`config.mk`:
```
export PLATFORM = sky130hd
export DESIGN_NAME = chm_front
export DESIGN_NICKNAME = d
export VERILOG_FILES = /design/src/rtl/chm_pkg.sv /design/src/rtl/chm_front.sv
export SDC_FILE = /design/constraint.sdc
export NUM_CORES = 1
export LEC_CHECK = 0
export BUFFER_PORTS_ARGS = -buffer_cell sky130_fd_sc_hd__buf_2
export CAP_MARGIN = 20
export CORE_MARGIN = 3
export CORE_UTILIZATION = 38
export DETAILED_ROUTE_END_ITERATION = 8
export PLACE_DENSITY = 0.72
export SLEW_MARGIN = 10
export SYNTH_ARGS = -nofsm -noshare
export SYNTH_HDL_FRONTEND = slang
export SYNTH_SLANG_ARGS = --single-unit
```
`constraint.sdc`:
```
create_clock -name aclk -period 5.8 [get_ports aclk]
set_input_delay 1.45 -clock aclk [delete_from_list [all_inputs] [get_ports aclk]]
set_output_delay 1.45 -clock aclk [all_outputs]
set_load 0.1 [all_outputs]
```
`src/rtl/chm_pkg.sv`:
```
// ----------------------------------------------------------------------------
// chm_pkg: shared definitions for the chained hash map
// Field widths, operation and status codes, and the back-end state type.
// ----------------------------------------------------------------------------
package chm_pkg;

    // Default geometry of the store.
    localparam int DEF_BUCKETS = 1024;
    localparam int DEF_WAYS    = 4;

    // Field widths.
    localparam int KIND_W   = 2;
    localparam int KEY_W    = 24;
    localparam int VAL_W    = 64;
    localparam int STATUS_W = 3;
    localparam int OP_W     = 2;

    // Bucket remainder: key bits folded in per cycle and steps per key.
    localparam int REM_BITS  = 8;
    localparam int REM_STEPS = KEY_W / REM_BITS;
    localparam int STEP_W    = 2;

    // Entries in the queue between front and back.
    localparam int QUEUE_DEPTH = 2;

    // Operation codes as they arrive on the input channel.
    localparam logic [KIND_W-1:0] KIND_ADD    = 2'd0;
    localparam logic [KIND_W-1:0] KIND_DELETE = 2'd1;
    localparam logic [KIND_W-1:0] KIND_FIND   = 2'd2;

    typedef enum logic [OP_W-1:0] {
        OP_ADD  = 2'd0,
        OP_DEL  = 2'd1,
        OP_FIND = 2'd2
    } op_t;

    typedef enum logic [STATUS_W-1:0] {
        ST_FOUND       = 3'd0,
        ST_NOT_FOUND   = 3'd1,
        ST_ADDED       = 3'd2,
        ST_UPDATED     = 3'd3,
        ST_DELETED     = 3'd4,
        ST_DEL_MISSING = 3'd5,
        ST_FULL        = 3'd6
    } status_t;

    typedef enum logic [1:0] {
        BK_CLEAR = 2'd0,
        BK_FETCH = 2'd1,
        BK_LOOK  = 2'd2,
        BK_EXEC  = 2'd3
    } back_state_t;

endpackage

```
`src/rtl/chm_front.sv`:
```
// ----------------------------------------------------------------------------
// chm_front: input stage of the hash map
// Takes a word, decodes the operation and reduces the key to a bucket index.
// ----------------------------------------------------------------------------
module chm_front #(
    parameter int BUCKETS = chm_pkg::DEF_BUCKETS
) (
    input  logic                          aclk,
    input  logic                          aresetn,
    input  logic                          s_tvalid,
    output logic                          s_tready,
    input  logic [chm_pkg::KIND_W-1:0]    s_kind,
    input  logic [chm_pkg::KEY_W-1:0]     s_key,
    input  logic [chm_pkg::VAL_W-1:0]     s_val,
    output logic                          q_valid,
    input  logic                          q_ready,
    output logic [chm_pkg::OP_W + chm_pkg::KEY_W + (BUCKETS > 1 ? $clog2(BUCKETS) : 1)
                  + chm_pkg::VAL_W - 1:0] q_data
);

    localparam int IW = (BUCKETS > 1) ? $clog2(BUCKETS) : 1;
    localparam logic [IW:0] BK = (IW + 1)'(BUCKETS);
    localparam logic [chm_pkg::STEP_W-1:0] LAST_STEP =
        chm_pkg::STEP_W'(chm_pkg::REM_STEPS - 1);

    logic                           busy_reg, busy_next;
    logic [chm_pkg::STEP_W-1:0]     step_reg, step_next;
    chm_pkg::op_t                   op_reg, op_next, op_dec;
    logic [chm_pkg::KEY_W-1:0]      key_reg, key_next;
    logic [chm_pkg::VAL_W-1:0]      val_reg, val_next;
    logic [IW:0]                    rem_reg, rem_next, rem_step;
    logic [chm_pkg::REM_BITS-1:0]   chunk;
    logic                           last, push, accept;

    always_comb begin
        unique case (s_kind)
            chm_pkg::KIND_ADD:    op_dec = chm_pkg::OP_ADD;
            chm_pkg::KIND_DELETE: op_dec = chm_pkg::OP_DEL;
            default:              op_dec = chm_pkg::OP_FIND;
        endcase
    end

    // Restoring remainder, most significant key bits first.
    assign chunk = key_reg[(chm_pkg::REM_STEPS - 1 - int'(step_reg)) * chm_pkg::REM_BITS
                           +: chm_pkg::REM_BITS];

    always_comb begin
        rem_step = rem_reg;
        for (int i = chm_pkg::REM_BITS - 1; i >= 0; i--) begin
            rem_step = {rem_step[IW-1:0], chunk[i]};
            if (rem_step >= BK) begin
                rem_step = rem_step - BK;
            end
        end
    end

    assign last     = (step_reg == LAST_STEP);
    assign q_valid  = busy_reg && last;
    assign push     = q_valid && q_ready;
    assign s_tready = !busy_reg || push;
    assign accept   = s_tvalid && s_tready;
    assign q_data   = {op_reg, key_reg, rem_step[IW-1:0], val_reg};

    always_comb begin
        busy_next = busy_reg;
        step_next = step_reg;
        op_next   = op_reg;
        key_next  = key_reg;
        val_next  = val_reg;
        rem_next  = rem_reg;
        if (busy_reg && !last) begin
            rem_next  = rem_step;
            step_next = step_reg + 1'b1;
        end
        if (push) begin
            busy_next = 1'b0;
        end
        if (accept) begin
            busy_next = 1'b1;
            step_next = '0;
            rem_next  = '0;
            op_next   = op_dec;
            key_next  = s_key;
            val_next  = s_val;
        end
    end

    always_ff @(posedge aclk) begin
        if (!aresetn) begin
            busy_reg <= 1'b0;
            step_reg <= '0;
        end else begin
            busy_reg <= busy_next;
            step_reg <= step_next;
        end
    end

    always_ff @(posedge aclk) begin
        op_reg  <= op_next;
        key_reg <= key_next;
        val_reg <= val_next;
        rem_reg <= rem_next;
    end

endmodule

```
Word level (Yosys, flattened, before mapping)
Cells that the tools add are included.
{ "totals": {"register_bits": 103, "inputBits": 94} }
{ "op_classes": {"add_sub_neg": 10, "n_lt_le_gt_ge": 8, "eq_ne": 2, "shift": 1, "n_mux": 11, "n_bitwise": 1, "reduce_logical": 10} }
{ "op_table": {"columns": ["operator", "n"], "rows": [
  [">= comparator 11 bit, second input constant", 8],
  ["2-to-1 mux 10 bit", 8],
  ["subtractor 10 x 1 -> 10 bit, second input constant", 8],
  ["indexed part select 24 x 6 -> 8 bit", 1],
  ["logical AND 1 bit", 4],
  ["case mux 2 bit (2 select lines)", 1],
  ["subtractor 2 x 2 -> 3 bit, first input constant", 1],
  ["adder 2 x 1 -> 2 bit, second input constant", 1],
  ["equality test 2 x 1 -> 1 bit, second input constant", 1],
  ["equality test 2 bit, second input constant", 1],
  ["zero test 1 bit", 2],
  ["zero test 2 bit", 1],
  ["2-to-1 mux 1 bit", 2],
  ["nonzero test 2 bit", 1],
  ["OR reduction 2 bit", 1],
  ["logical OR 1 bit", 1],
  ["inverter 1 bit", 1]
]} }

Depth between registers and ports, before layout
{ "logic_depth": {"ltp_word": 18, "ltp_mapped": 7, "ltp_nobuf": 5} }

Least setup slack after synthesis
Ideal clock, no wire load.
{ "synth_timing": {"path_type": "in2reg", "startpoint": "in q_ready", "endpoint": "reg key_reg[0] in the netlist's numbering (enable)", "setup_ps": 539, "arrival_time_ps": 5269, "slack_ps": -8, "stages": 2, "path_buffers": 0, "cell_sequence": "a21boi_2 -> nor2_1"} }
{ "synth_between": {"elab_chain_len": 3} }
{ "synth_rtl": {"columns": ["item", "line", "rtl"], "rows": [
  ["from (decl)", "chm_front.sv:16", "input logic q_ready,"],
  ["logical AND 1 bit", "chm_front.sv:59", "assign push = q_valid && q_ready;"],
  ["logical OR 1 bit", "chm_front.sv:60", "assign s_tready = !busy_reg || push;"],
  ["logical AND 1 bit", "chm_front.sv:61", "assign accept = s_tvalid && s_tready;"],
  ["named net accept", "chm_front.sv:33", "logic last, push, accept;"],
  ["to (signal assigned)", "chm_front.sv:100", "key_reg <= key_next;"],
  ["to (decl)", "chm_front.sv:29", "logic [chm_pkg::KEY_W-1:0] key_reg, key_next;"]
]} }
The timed path passes the listed nets, and every way through them passes these cells.
A chain may end at the register's enable or synchronous reset.

==> impl_metrics.py <==
metrics = {
    "routing": {
        "via_per_inst": 4.52,
        "wl_met3_mm": 1.04,
        "dr.max_layer_used": "met5",
        "wl_met1_mm": 2.69,
        "wl_mm": 8.24,
        "firstDrtPassIters": 3,
        "num_vias": 2104,
        "dr_wl_met2_mm": 4.26,
        "drcViolationCount": 0,
        "wl_per_cell_um": 17.7,
        "first_iter_violations": 103,
        "detail-route-antenna-nets": 0,
    },
    "synth": {
        "ys_ff_latch": 95,
        "netlist_top_cells_area": "edfxtp_1 84%, dfxtp_1 3.1%, mux2_1 1.4%",
        "ys_seq_area_share_pct": 87.4,
        "synth_top_area_share_pct": 84.3,
        "synth_cell_type_count": 27,
        "netlist_instances": 155,
        "syn_nets": 251,
        "yosys_warnings": 0,
        "synth.avg_cell_area_um2": 20.7,
        "yosys.area.top_type": "edfxtp_1",
        "syn-cell-area_mm2": 0.00321,
    },
    "setup_path": {
        "r2r-end": "val_reg[31]",
        "endpoint_kind": "output port",
        "start_kind": "flip-flop",
        "r2r_slack_ns": 3.23,
        "cp_data_required_time_ns": 4.35,
        "arrival_ns": 2.86,
        "path_class": "reg2out",
        "path_max_fanout": 15,
        "rr_worst_depth": 5,
        "timing.rr.start": "step_reg[0]",
    },
    "min_path": {
        "holdPathEnd": "rem_reg[1]",
        "min_path_cells": 1,
        "worstHoldStart": "rem_reg[1]",
        "hp-class": "reg2reg",
    },
    "die": {
        "die-area_mm2": 0.00958,
        "start_util_pct": 40.2,
        "pin_count": 196,
        "rows": 32,
        "core-area_mm2": 0.00797,
        "die_x_um": 97.9,
        "die_y_um": 97.9,
    },
    "sta": {
        "setup_ws_ns": 1.49,
        "setup_violations": 0,
        "finalCritPeriodShare_pct": 74.4,
        "holdWs_ns": 0.500,
        "hold_viol_final": 0,
        "clock.fmax_mhz": 232,
        "fin_crit_ns": 4.31,
        "maxSlewHeadroom_pct": 32.4,
        "worst_slew_pin_slew_ns": 1.01,
        "fin_setup_tns_ns": 0,
        "drv_slew": 0,
        "grt_setup_unrepaired": "no",
        "skew_ns": 0.0128,
    },
    "clocking": {
        "clk_path_buf_depth": 2,
        "hold_buffers": 0,
        "root_buffer": "clkbuf_8",
        "cts_setup_buffers": 0,
        "cts_made_buffers": 9,
        "clk_latency_ns": 0.35,
        "path_clk_slew_ns": 0.10,
        "cts-resized-gates": 0,
        "htreeDepth": 3,
        "clock-sinks": 95,
        "cts_tree": "done",
    },
    "placement": {
        "gp_congestion": 0.789,
        "port-buffer-count": 195,
        "place_ws_ns": 1.89,
        "dp_hpwl_mm": 6.38,
    },
    "cells_and_area": {
        "nNetsFinal": 454,
        "area_growth_pct": 40.1,
        "layout-drive-gt1-share_pct": 60.1,
        "layout_common_cells": "195 x buf_2, 90 x edfxtp_1, 11 x nand2_1, 9 x clkbuf_8, 6 x a21oi_1",
        "final_common_cell": "buf_2",
        "largest_register_ffs": 64,
    },
    "grt": {
        "track_usage_pct": 17.8,
        "grt_max_degree": 58,
        "grt_overflow": 0,
        "grt_pass1_wl_mm": 13.0,
        "antenna_found_initial": 2,
        "grt_pass1_vias": 2466,
    },
    "outcome": {
        "outcome": "completed",
    },
    "pwr": {
        "power_density_mw_per_mm2": 383,
        "leakage_nw": 1.93,
        "finalPower_w": 0.00172,
        "ir_drop_v": 0.000224,
    },
    "flow_run": {
        "drv_cap": 0,
    },
}
==> final cells by class <==
type / instances / area (um2)
antenna: 1 / 2.50
fill: 666 / 3470
inverter: 3 / 11.3
clock inverter: 7 / 61.3
tap: 102 / 128
sequential: 95 / 2800
clock buffer: 9 / 124
multi-input combinational: 53 / 369
timing repair buffer: 196 / 996
==> routing by layer <==
layer	up-vias	track usage, %
met5	-	0
met4	2	7.77
met3	21	10.1
met2	109	30.8
met1	972	17.3
li1	1000	-
==> per-stage QoR <==
step | instances | instance area, um2 | util, %
after floorplan | 155 | 3210 | -
final | 466 | 4490 | 56.4
after detailed placement | 449 | 4310 | 54.1
after global routing | 466 | 4490 | 56.4
after CTS | 465 | 4490 | 56.4
after global placement | 449 | 4310 | 54.1
==> critical path, stage by stage, from the launching register on <==
cell,delay (ns)
dfxtp_1,0.61
inv_1,0.24
ha_1,0.68
a211oi_1,0.20
a211oi_1,0.30
buf_2,0.48
==> synthesized netlist by cell type, drive strengths merged <==
| library cell | number |
|---|---|
| a211oi | 5 |
| a21bo | 2 |
| a21boi | 1 |
| a21oi | 6 |
| and2 | 1 |
| and2b | 2 |
| buf | 3 |
| clkbuf | 1 |
| dfxtp | 5 |
| edfxtp | 90 |
| ha | 2 |
| inv | 3 |
| mux2 | 5 |
| mux2i | 1 |
| nand2 | 11 |
| nand2b | 3 |
| nor2 | 4 |
| nor2b | 3 |
| nor3b | 1 |
| o21a | 1 |
| o21ai | 1 |
| o22a | 1 |
| o2bb2ai | 2 |
| xnor2 | 1 |
==> cells by family (layout without fill, tap and decap cells) <==
kind of cell    count (synthesis)  in the layout  share of synthesized area, %
other cells                     0              1                             0
xor+xnor                        1              1                         0.273
buf+inv                         7            215                          1.33
flops                          95             95                          87.4
simple gates                   25             25                          3.86
fa+ha+maj                       2              2                         0.780
compound gates                 19             19                          4.29
mux                             6              6                          2.07
==> worst max-delay path by stage <==
stage,end,slack (ns),start
4_1_cts,q_data[65],1.48,step_reg[0]
3_3_place_gp,q_data[71],2.03,step_reg[0]
2_1_floorplan,q_data[64],0.84,step_reg[0]
3_5_place_dp,q_data[65],1.89,step_reg[0]
5_1_grt,q_data[65],1.34,step_reg[0]
6_report,q_data[65],1.49,step_reg[0]
==> report_power, final <==
group          total [W]  switching (W)  internal (W)
clock network   0.000414       0.000249      0.000165
registers       0.000815      0.0000152      0.000800
logic           0.000492       0.000419     0.0000735
total            0.00172       0.000683       0.00104
Note: power is estimated with default switching activity, not from simulation.
