## config.mk

```make
export PLATFORM = sky130hd
export DESIGN_NAME = chm_queue
export DESIGN_NICKNAME = d
export VERILOG_FILES = /design/src/rtl/chm_pkg.sv /design/src/rtl/chm_queue.sv
export SDC_FILE = /design/constraint.sdc
export NUM_CORES = 1
export LEC_CHECK = 0
export ABC_CLOCK_PERIOD_IN_PS = 1500
export BUFFER_PORTS_ARGS = -buffer_cell sky130_fd_sc_hd__buf_2
export CAP_MARGIN = 10
export CORE_AREA = 2 2 46 48
export CTS_BUF_LIST = sky130_fd_sc_hd__clkbuf_16
export DETAILED_ROUTE_END_ITERATION = 16
export DIE_AREA = 0 0 48 50
export PLACE_DENSITY = 0.67
export SLEW_MARGIN = 0
export SYNTH_ARGS = -nofsm -noshare
export SYNTH_HDL_FRONTEND = slang
export SYNTH_SLANG_ARGS = --single-unit
```

## constraint.sdc

```tcl
create_clock -name aclk -period 1.5 [get_ports aclk]
set_input_delay 0.15 -clock aclk [delete_from_list [all_inputs] [get_ports aclk]]
set_output_delay 0.15 -clock aclk [all_outputs]
set_load 0.005 [all_outputs]
```

## src/rtl/chm_pkg.sv

```systemverilog
// ----------------------------------------------------------------------------
// chm_pkg: shared definitions for the chained hash map
// Field widths, operation and status codes, and the back-end state type.
// ----------------------------------------------------------------------------
package chm_pkg;

    // Default geometry of the store.
    localparam int DEF_BUCKETS = 1024;
    localparam int DEF_WAYS    = 4;

    // Field widths.
    localparam int KIND_W   = 2;
    localparam int KEY_W    = 24;
    localparam int VAL_W    = 64;
    localparam int STATUS_W = 3;
    localparam int OP_W     = 2;

    // Bucket remainder: key bits folded in per cycle and steps per key.
    localparam int REM_BITS  = 8;
    localparam int REM_STEPS = KEY_W / REM_BITS;
    localparam int STEP_W    = 2;

    // Entries in the queue between front and back.
    localparam int QUEUE_DEPTH = 2;

    // Operation codes as they arrive on the input channel.
    localparam logic [KIND_W-1:0] KIND_ADD    = 2'd0;
    localparam logic [KIND_W-1:0] KIND_DELETE = 2'd1;
    localparam logic [KIND_W-1:0] KIND_FIND   = 2'd2;

    typedef enum logic [OP_W-1:0] {
        OP_ADD  = 2'd0,
        OP_DEL  = 2'd1,
        OP_FIND = 2'd2
    } op_t;

    typedef enum logic [STATUS_W-1:0] {
        ST_FOUND       = 3'd0,
        ST_NOT_FOUND   = 3'd1,
        ST_ADDED       = 3'd2,
        ST_UPDATED     = 3'd3,
        ST_DELETED     = 3'd4,
        ST_DEL_MISSING = 3'd5,
        ST_FULL        = 3'd6
    } status_t;

    typedef enum logic [1:0] {
        BK_CLEAR = 2'd0,
        BK_FETCH = 2'd1,
        BK_LOOK  = 2'd2,
        BK_EXEC  = 2'd3
    } back_state_t;

endpackage

```

## src/rtl/chm_queue.sv

```systemverilog
// ----------------------------------------------------------------------------
// chm_queue: short FIFO between front and back
// Lets either side stall without holding up the other.
// ----------------------------------------------------------------------------
module chm_queue #(
    parameter int WIDTH = 8
) (
    input  logic             aclk,
    input  logic             aresetn,
    input  logic             in_valid,
    output logic             in_ready,
    input  logic [WIDTH-1:0] in_data,
    output logic             out_valid,
    input  logic             out_ready,
    output logic [WIDTH-1:0] out_data
);

    localparam int PW = (chm_pkg::QUEUE_DEPTH > 1) ? $clog2(chm_pkg::QUEUE_DEPTH) : 1;
    localparam logic [PW:0] FULL_CNT = (PW + 1)'(chm_pkg::QUEUE_DEPTH);
    localparam logic [PW-1:0] LAST_PTR = PW'(chm_pkg::QUEUE_DEPTH - 1);

    logic [WIDTH-1:0] slot_reg [chm_pkg::QUEUE_DEPTH];
    logic [PW-1:0]    wr_ptr_reg, wr_ptr_next, rd_ptr_reg, rd_ptr_next;
    logic [PW:0]      cnt_reg, cnt_next;
    logic             wr, rd;

    assign in_ready  = (cnt_reg != FULL_CNT);
    assign out_valid = (cnt_reg != '0);
    assign out_data  = slot_reg[rd_ptr_reg];
    assign wr        = in_valid && in_ready;
    assign rd        = out_valid && out_ready;

    always_comb begin
        wr_ptr_next = wr_ptr_reg;
        rd_ptr_next = rd_ptr_reg;
        cnt_next    = cnt_reg;
        if (wr) begin
            wr_ptr_next = (wr_ptr_reg == LAST_PTR) ? '0 : wr_ptr_reg + 1'b1;
        end
        if (rd) begin
            rd_ptr_next = (rd_ptr_reg == LAST_PTR) ? '0 : rd_ptr_reg + 1'b1;
        end
        if (wr && !rd) begin
            cnt_next = cnt_reg + 1'b1;
        end else if (rd && !wr) begin
            cnt_next = cnt_reg - 1'b1;
        end
    end

    always_ff @(posedge aclk) begin
        if (!aresetn) begin
            wr_ptr_reg <= '0;
            rd_ptr_reg <= '0;
            cnt_reg    <= '0;
        end else begin
            wr_ptr_reg <= wr_ptr_next;
            rd_ptr_reg <= rd_ptr_next;
            cnt_reg    <= cnt_next;
        end
    end

    always_ff @(posedge aclk) begin
        if (wr) begin
            slot_reg[wr_ptr_reg] <= in_data;
        end
    end

endmodule

```

### After elaboration in Yosys (flattened, before gate mapping)

Memory sizes are Yosys's and may differ from the RTL's. A register that Yosys moved wholly into a read port is not among the register bits.
Cells that the tools add are included.

* add/sub/neg operators: 4
* equality and inequality tests: 1
* muxes and demuxes: 8
* reductions and logical operators: 8

Operator list (number)
* $mux 1: 6
* $logic_and 1x1->1: 4
* $mux 2: 2
* $reduce_bool 2->1: 2
* $add 1x1->1 const B: 2
* $add 2x1->2 const B: 1
* $logic_not 1->1: 2
* $ne 2x2->1 const B: 1
* $sub 2x1->2 const B: 1

* bits in registers: 4
* RAM bits: 16
* bits of input ports: 12
* output and inout bits: 10
* logic and storage cells: 25
* memories: 1

Memories
* slot_reg: words 2, bits a word 8, rd ports 1, clocked after Yosys merged registers in 1, wr ports 1, RTL line chm_queue.sv:22 `logic [WIDTH-1:0] slot_reg [chm_pkg::QUEUE_DEPTH];`

### Logic depth before layout (Yosys ltp)

Gate-level depths: netlist of run 1.

* word-level depth: 6
* gate-level depth with buffers: 6
* gate-level depth less buffers: 6

### Worst setup path before layout of run 1

Ideal clock, no wire load.

* path type: reg-to-reg
* start: reg cnt_reg[0]
* end: reg cnt_reg[1]
* library setup time: 70 ps
* arrival time: 1415 ps
* required time: 1430 ps
* path slack: 15 ps
* stages on the path, launching flop included: 6
* buffers on the path: 0
* period minus slack after synthesis: 1485 ps
* cell sequence: dfxtp_1 > nand2b_4 > and2_1 > ha_1 > or3_1 > a21oi_1

* word-level cells in the longest chain between the ends: 5
* elaborated cells between the ends (all ways): 13
* those cells by class: add/sub (2); eq/ne (1); mux (2); reduce/logical (8)

RTL lines
* start, declared: RTL line chm_queue.sv:24 `logic [PW:0] cnt_reg, cnt_next;`
* start signal, assigned: RTL line chm_queue.sv:58 `cnt_reg <= cnt_next;`
* $ne 2x2->1 *: RTL line chm_queue.sv:27 `assign in_ready = (cnt_reg != FULL_CNT);`
* via in_ready: RTL line chm_queue.sv:11 `output logic in_ready,`
* $logic_and 1x1->1 *: RTL line chm_queue.sv:30 `assign wr = in_valid && in_ready;`
* $logic_not 1->1: RTL line chm_queue.sv:45 `end else if (rd && !wr) begin`
* $logic_and 1x1->1: RTL line chm_queue.sv:45
* $reduce_bool 2->1 (no source line)

The timed path passes the listed nets; every way through them passes the cells marked *. The select of a mux whose other input is x is not followed.
A chain may end at the register's enable or synchronous reset.

### Final worst setup path of run 1

* start: reg cnt_reg[0]
* end: reg cnt_reg[1]

* word-level cells in the longest chain between the ends: 5
* elaborated cells between the ends (all ways): 13
* those cells by class: add/sub (2); eq/ne (1); mux (2); reduce/logical (8)

RTL lines
* branches (longest 5 deep; another with $sub 2x1->2)

Parallel ways; which one is timed is not known. The select of a mux whose other input is x is not followed.

==> results of run 1 <==
==> per-stage QoR <==
stage / power, uW / setup WS, ps
5_1_grt: 1990 / 4.98
4_1_cts: 1850 / 0.548
3_3_place_gp: 1300 / 44.6
6_report: 1870 / 59.8
3_5_place_dp: 1310 / 6.34
2_1_floorplan: 1110 / 15.2
==> routing by layer <==
metal  track usage [%]  wire length, um  vias to the layer above
met1              13.7              529                      221
met4              8.11               19                        0
li1                  -                -                      238
met3              4.40               65                        2
met5                 0                0                        -
met2              20.0              655                       13
==> worst max path at each step <==
stage	from	slack [ps]	endpoint
floorplan	cnt_reg[0]$_SDFFE_PN0P_	20	cnt_reg[1]$_SDFFE_PN0P_
global placement	cnt_reg[0]$_SDFFE_PN0P_	40	cnt_reg[1]$_SDFFE_PN0P_
detailed placement	cnt_reg[0]$_SDFFE_PN0P_	6	cnt_reg[1]$_SDFFE_PN0P_
CTS	cnt_reg[0]$_SDFFE_PN0P_	0.5	cnt_reg[1]$_SDFFE_PN0P_
global route	cnt_reg[0]$_SDFFE_PN0P_	5	cnt_reg[1]$_SDFFE_PN0P_
finish	cnt_reg[0]$_SDFFE_PN0P_	60	cnt_reg[1]$_SDFFE_PN0P_
==> layout by cell type (no fill, tap or decap) <==
master,synthesis,layout
o21ai_0,2,1
nand2b_4,1,1
buf_2,1,21
edfxtp_1,16,16
clkbuf_16,0,3
xor2_1,3,3
mux2_2,8,8
dfxtp_2,0,3
inv_1,2,3
and2_4,0,1
nor2_1,3,3
ha_4,0,1
nand3b_1,1,1
dfxtp_1,5,2
a21bo_2,1,1
or3_1,1,1
and3_1,1,1
o21ai_1,0,1
buf_4,0,4
a21oi_1,2,2
or2_2,1,1
==> cells by family after synthesis <==
logic type      after synthesis  synth area share [%]
simple gates                  9                  7.11
flops                        21                  71.7
buf+inv                       3                  1.55
fa+ha+maj                     1                  1.55
mux                           8                  11.1
xor+xnor                      3                  3.25
compound gates                5                  3.71
==> timing repair <==
action,in CTS,in global routing
setup buffers,0,0
resized for setup,2,4
pin swaps,0,0
setup endpoints to repair,1,2
==> cell type report <==
| class | instances | share of cell area [%] |
|---|---|---|
| repair buffers | 25 | 12.6 |
| clock inverters | 1 | 0.350 |
| well taps | 27 | 3.15 |
| clock buffers | 3 | 7.01 |
| flip-flops and latches | 21 | 54.6 |
| multi-input cells | 26 | 21.6 |
| inverters | 2 | 0.701 |
==> worst max-delay path, cell delays in order (launching register included) <==
cell	delay, ps
dfxtp_2	330
nand2b_4	150
and2_4	160
ha_4	150
xor2_1	140
or3_1	300
a21oi_1	130
==> report_power, final <==
part	total, uW	internal, uW	switching, uW	leakage (uW)
registers	821	747	74.3	0.000192
logic	510	304	207	0.000204
clock network	538	354	183	0.0000423
==> out/qor.yml, run 1 <==
floorplanning:
  top_level_ports: 22
  dieArea_sq_um: 2400
  die_y_um: 50
  start_util_pct: 42.6
  die_w_um: 48
  core_area_sq_um: 1900
  rows: 16
min_path:
  hold_start: "in_data[0]"
  whs_endpoint: "slot_reg[0][0]$_DFFE_PP_"
  min_path_cells: 1
  min_path_type: "in -> reg"
clocking:
  cts_tree: "done"
  clk_pin_slew_ps: 50
  root_buffer: "clkbuf_16"
  clockBufferDepth: 2
  clk_latency_ps: 250
  cts-buffers-inserted: 3
  cts.sinks: 21
  hold_buffers: 0
  h-tree-depth: 1
route:
  post_drt_wl_per_cell_um: 12.1
  drc_errors: 0
  wl_um: 1270
  vias: 474
  ant_nets: 0
  routed_via_density: 4.51
  drtPass1Iterations: 2
  drt_iter0_drc: 4
synth:
  synth.top_cell.area_share_pct: 59.4
  syn-num-nets: 63
  synth_ff_type: "edfxtp_1"
  synth-seq-cells: 21
  synth.distinct_cells: 17
  ys_async_sr_fraction_pct: 0
  syn_avg_cell_area_sq_um: 16.2
  yosys.area.top_type: "edfxtp_1"
  yosysMostFrequentCell: "edfxtp_1"
  yosysSeqAreaShare_pct: 71.7
  ys_warn_count: 0
  synth_edf_count: 16
  synth_common_cells: "edfxtp_1, mux2_2, dfxtp_1"
  synthesis.area_sq_um: 810
  synth_cells: 50
  synth_area_leaders: "edfxtp_1, dfxtp_1, mux2_2, xor2_1, nand2b_4"
power:
  p_leak_uw: 0.000438
  p_per_area_nw_per_um2: 1750
  vdd_drop_max_v: 0.00112
finish:
  utilization_pct: 56.3
  fin_nets: 92
  ff_latch_area_sq_um: 584
  fillCellCount: 159
  multi_input_area_sq_um: 231
  drive_gt1_share_pct: 56.4
  largest_register_ff_count: 16
  instances_no_fill: 105
  syn_to_final_growth_pct: 32.3
  antenna_cells: 0
  design_area_sq_um: 1070
global_route:
  antenna_found_initial: 0
  grt_pass1_wl_um: 1990
  grt_max_degree: 12
  grt_pass1_vias: 478
  track_usage_pct: 12.7
  grt_overflow: 0
critical_path:
  startpoint_type: "register"
  cp.arrival_ps: 1620
  critical_path_class: "reg -> reg"
  cp_max_fo: 5
  r2r_slack_ps: 60
  reg2reg_from: "cnt_reg[0]$_SDFFE_PN0P_"
  end_kind: "register"
  reg2reg_to: "cnt_reg[1]$_SDFFE_PN0P_"
  crit_required_ps: 1680
  r2r_cells: 6
timing:
  hold_viol_final: 0
  fin_skew_ps: 1.79
  fin_crit_sh_pct: 96.0
  finalSetupTns_ps: 0
  finalSetupViolations: 0
  slew_violations: 0
  relSlewSlack_pct: 77.8
  rsz0062_at_grt: "no"
  worst_pin_slew_ps: 333
  fin_crit_ps: 1440
  fmax_mhz: 694
  fin_hold_ws_ps: 89.1
placed_design:
  dpl.cell_count: 101
  gp_congestion: 0.610
  io_buffers: 21
  place_area_sq_um: 973
  detailed_place_hpwl_um: 856
job:
  maxCapViolCount: 0
outcome:
  status: "complete, no violations"
Power figures use the tool's default switching activity.
==> inputs of run 2 (changes only) <==
Settings changed: CTS_BUF_LIST sky130_fd_sc_hd__clkbuf_16 to unset, RECOVER_POWER set to 50.
==> run 2 against run 1 <==
  * Clock skew down 1.2 ps
  * Combinational power up 3%
  * Fmax increased by 0.73%
  * Largest cell class unchanged
  * Global-route usage fell by 0.29 points
  * Critical endpoint unchanged
  * Worst setup slack better by 10 ps
  * Cell count rose by 0.95%
==> out/qor.yml, run 2 (same netlist as run 1, synthesis figures left out) <==
floorplanning:
  top_level_ports: 22
  dieArea_sq_um: 2400
  die_y_um: 50
  rows: 16
  core_area_sq_um: 1900
  start_util_pct: 42.6
  die_w_um: 48
clocking:
  cts.sinks: 21
  cts_tree: "done"
  clockBufferDepth: 2
  h-tree-depth: 1
  root_buffer: "clkbuf_4"
  cts-buffers-inserted: 3
  clk_latency_ps: 290
  clk_pin_slew_ps: 110
finish:
  syn_to_final_growth_pct: 26.1
  final_common_cell: "buf_2"
  fillCellCount: 169
  antenna_cells: 0
  mostFrequentLayoutCells: "buf_2, edfxtp_1, mux2_2"
  fin_nets: 93
  drive_gt1_share_pct: 54.4
  largest_register_ff_count: 16
timing:
  worst_pin_slew_ps: 325
  fin_crit_ps: 1430
  fin_hold_ws_ps: 41.0
  slew_violations: 0
  relSlewSlack_pct: 78.3
  fmax_mhz: 699
  rsz0062_at_grt: "no"
  timing.final.ws_setup_ps: 70.2
  finalSetupViolations: 0
  fin_skew_ps: 0.552
  finalSetupTns_ps: 0
  hold_viol_final: 0
  fin_crit_sh_pct: 95.3
route:
  routed_via_density: 4.46
  wl_um: 1250
  drc_errors: 0
  post_drt_wl_per_cell_um: 11.8
  drtPass1Iterations: 3
  vias: 473
  ant_nets: 0
  drt_iter0_drc: 4
placed_design:
  dp_slack_ps: 6.34
  gp_congestion: 0.610
  detailed_place_hpwl_um: 856
  io_buffers: 21
critical_path:
  cp_max_fo: 5
  cp.arrival_ps: 1660
  end_kind: "register"
  crit_required_ps: 1730
  startpoint_type: "register"
  critical_path_class: "reg -> reg"
outcome:
  status: "complete, no violations"
power:
  power_uw: 1600
  p_leak_uw: 0.000410
  p_per_area_nw_per_um2: 1570
  vdd_drop_max_v: 0.000945
min_path:
  min_path_type: "in -> reg"
global_route:
  antenna_found_initial: 0
  grt_max_degree: 12
  grt_overflow: 0
  grt_pass1_wl_um: 2010
  track_usage_pct: 12.4
  grt_pass1_vias: 486
job:
  maxCapViolCount: 0
==> run 2: changes by cell type in the layout (fill, tap and decap cells not counted) <==
| cell | before | now |
|---|---|---|
| inv_1 | 3 | 2 |
| clkbuf_4 | 0 | 3 |
| clkbuf_2 | 0 | 1 |
| clkbuf_16 | 3 | 0 |
| buf_2 | 21 | 19 |
| clkbuf_1 | 0 | 3 |
==> run 2: area by class of cell <==
type | count | area [sq um] | area share, %
tap | 27 | 33.8 | 3.31
inverter | 2 | 7.51 | 0.735
sequential | 21 | 584 | 57.2
timing repair buffer | 26 | 138 | 13.5
clock buffer | 4 | 26.3 | 2.57
multi-input combinational | 26 | 231 | 22.7
==> run 2: per-layer routing <==
layer	global-route usage, %	routed length, um
met5	0	0
met4	6.76	13
met3	3.30	68
met2	20.2	647
met1	13.9	521
==> run 2: worst paths after layout <==
| path | from | to | slack (ps) | cells past startpoint |
|---|---|---|---|---|
| min | in_data[1] | slot_reg[1][1]$_DFFE_PP_ | 40 | 1 |
| max reg2reg | cnt_reg[0]$_SDFFE_PN0P_ | cnt_reg[1]$_SDFFE_PN0P_ | 70 | 6 |
| max | cnt_reg[0]$_SDFFE_PN0P_ | cnt_reg[1]$_SDFFE_PN0P_ | 70 | 6 |
| min reg2reg | rd_ptr_reg$_SDFFE_PN0P_ | register | 520 | 2 |
==> run 2: through the flow <==
stage	instance area, sq um	util (%)	instances
floorplan	810	-	50
global placement	973	51.2	101
detailed placement	973	51.2	101
CTS	1010	53.2	106
global route	1020	53.7	106
finish	1020	53.7	106
==> run 2: power breakdown <==
part / internal [uW] / switching, uW / leakage [uW]
registers: 745 / 72.7 / 0.000192
logic: 314 / 211 / 0.000203
clock network: 103 / 158 / 0.0000150
==> run 2: repair_timing <==
| action | CTS | global route |
|---|---|---|
| pin swaps | 1 | 0 |
| setup endpoints to repair | 9 | 1 |
| gates resized for setup | 3 | 3 |
| hold buffers | 0 | 0 |
| setup buffers | 1 | 0 |
==> run 2: critical path, cell delays in order (launching register included) <==
cell and delay (ps):
dfxtp_2 350, nand2b_4 150, and2_4 160, ha_4 150, xor2_1 140, or3_1 300
a21oi_1 110
==> inputs of run 3 (changes only) <==
==> constraint.sdc (replaced) <==
create_clock -name aclk -period 1.5 [get_ports aclk]
set_input_delay 0.225 -clock aclk [delete_from_list [all_inputs] [get_ports aclk]]
set_output_delay 0.225 -clock aclk [all_outputs]
set_load 0.005 [all_outputs]
==> run 3 against run 2 <==
  * Global-route usage did not move
  * Non-clock buffer count unchanged
  * Largest power group unchanged
  * Count of clock-buffer cells in the layout did not move
  * Hold slack better by 75 ps
  * Sequential power hardly changed
  * Critical endpoint unchanged
  * Highest routed layer unchanged
  * Sequential cell count did not move
  * Critical path depth unchanged
==> out/qor.yml, run 3 (same netlist as run 1, synthesis figures left out) <==
outcome:
  status: "complete, no violations"
critical_path:
  cp_max_fo: 5
  startpoint_type: "register"
  critical_path_class: "reg -> reg"
  reg2reg_from: "cnt_reg[0]$_SDFFE_PN0P_"
  r2r_cells: 6
  crit_required_ps: 1730
  end_kind: "register"
  cp.arrival_ps: 1660
  reg2reg_to: "cnt_reg[1]$_SDFFE_PN0P_"
  r2r_slack_ps: 70
global_route:
  track_usage_pct: 12.4
  grt_pass1_wl_um: 2010
  grt_overflow: 0
  antenna_found_initial: 0
  grt_pass1_vias: 486
  grt_max_degree: 12
placed_design:
  io_buffers: 21
  gp_congestion: 0.610
  place_area_sq_um: 973
  detailed_place_hpwl_um: 856
finish:
  fin_nets: 93
  largest_register_ff_count: 16
  design_area_sq_um: 1020
  multi_input_area_sq_um: 231
  utilization_pct: 53.8
  drive_gt1_share_pct: 54.4
  fillCellCount: 169
  antenna_cells: 0
  mostFrequentLayoutCells: "buf_2, edfxtp_1, mux2_2"
  syn_to_final_growth_pct: 26.4
  ff_latch_area_sq_um: 587
  final_common_cell: "buf_2"
clocking:
  cts.sinks: 21
  root_buffer: "clkbuf_4"
  h-tree-depth: 1
  clk_pin_slew_ps: 110
  clk_latency_ps: 290
  cts-buffers-inserted: 3
  hold_buffers: 0
  clockBufferDepth: 2
  cts_tree: "done"
floorplanning:
  dieArea_sq_um: 2400
  die_w_um: 48
  rows: 16
  die_y_um: 50
  top_level_ports: 22
  start_util_pct: 42.6
  core_area_sq_um: 1900
timing:
  hold_viol_final: 0
  fin_crit_ps: 1430
  worst_pin_slew_ps: 325
  relSlewSlack_pct: 78.3
  fin_skew_ps: 0.380
  fmax_mhz: 699
  fin_crit_sh_pct: 95.3
  finalSetupViolations: 0
  slew_violations: 0
  fin_hold_ws_ps: 116
  finalSetupTns_ps: 0
  rsz0062_at_grt: "no"
route:
  vias: 471
  post_drt_wl_per_cell_um: 11.8
  wl_um: 1250
  drc_errors: 0
  ant_nets: 0
  drt_iter0_drc: 4
  routed_via_density: 4.44
  drtPass1Iterations: 3
min_path:
  min_path_cells: 1
  whs_endpoint: "slot_reg[1][1]$_DFFE_PP_"
  hold_start: "in_data[1]"
  min_path_type: "in -> reg"
power:
  p_per_area_nw_per_um2: 1570
  p_leak_uw: 0.000410
  vdd_drop_max_v: 0.000945
job:
  maxCapViolCount: 0
## run 3: metal layers
metal  global-route usage, %  part of all wire [%]
met2                    20.2                    52
met1                    13.9                    42
met5                       0                     0
met3                    3.30                   5.4
met4                    6.76                   1.0
## run 3: cell type report
type / instances / share of cell area [%]
clock buffer: 4 / 2.57
sequential: 21 / 57.3
tap: 27 / 3.30
multi-input combinational: 26 / 22.6
timing repair buffer: 26 / 13.4
inverter: 2 / 0.733
## run 3: worst max path at each step
stage | slack (ps) | end | cells after the start | startpoint
after floorplan | 20 | cnt_reg[1]$_SDFFE_PN0P_ | 5 | cnt_reg[0]$_SDFFE_PN0P_
after global placement | 40 | cnt_reg[1]$_SDFFE_PN0P_ | 5 | cnt_reg[0]$_SDFFE_PN0P_
after detailed placement | 6 | cnt_reg[1]$_SDFFE_PN0P_ | 5 | cnt_reg[0]$_SDFFE_PN0P_
after CTS | 10 | cnt_reg[1]$_SDFFE_PN0P_ | 5 | cnt_reg[0]$_SDFFE_PN0P_
after global routing | 10 | cnt_reg[1]$_SDFFE_PN0P_ | 6 | cnt_reg[0]$_SDFFE_PN0P_
final | 70 | cnt_reg[1]$_SDFFE_PN0P_ | 6 | cnt_reg[0]$_SDFFE_PN0P_
## run 3: power breakdown
part,total (uW),internal [uW],switching [uW],leakage (uW)
registers,821,749,72.5,0.000192
logic,525,314,210,0.000203
clock network,262,103,158,0.0000150
## run 3: metrics by stage
step,setup WS [ps],power (uW),cells
after CTS,13.3,1590,106
after global routing,14.8,1730,106
after global placement,44.6,1300,101
final,70.2,1610,106
after floorplan,15.2,1110,50
after detailed placement,6.34,1310,101
## run 3: repair_timing
action,in CTS,in global routing
setup buffers,1,0
endpoints found under the setup margin,9,9
resized for setup,3,4
pin swaps,1,0
## run 3: critical path, cell delays in order, from the launching register on
cell	delay, ps
dfxtp_2	350
nand2b_4	150
and2_4	160
ha_4	150
xor2_1	140
or3_1	300
a21oi_1	110
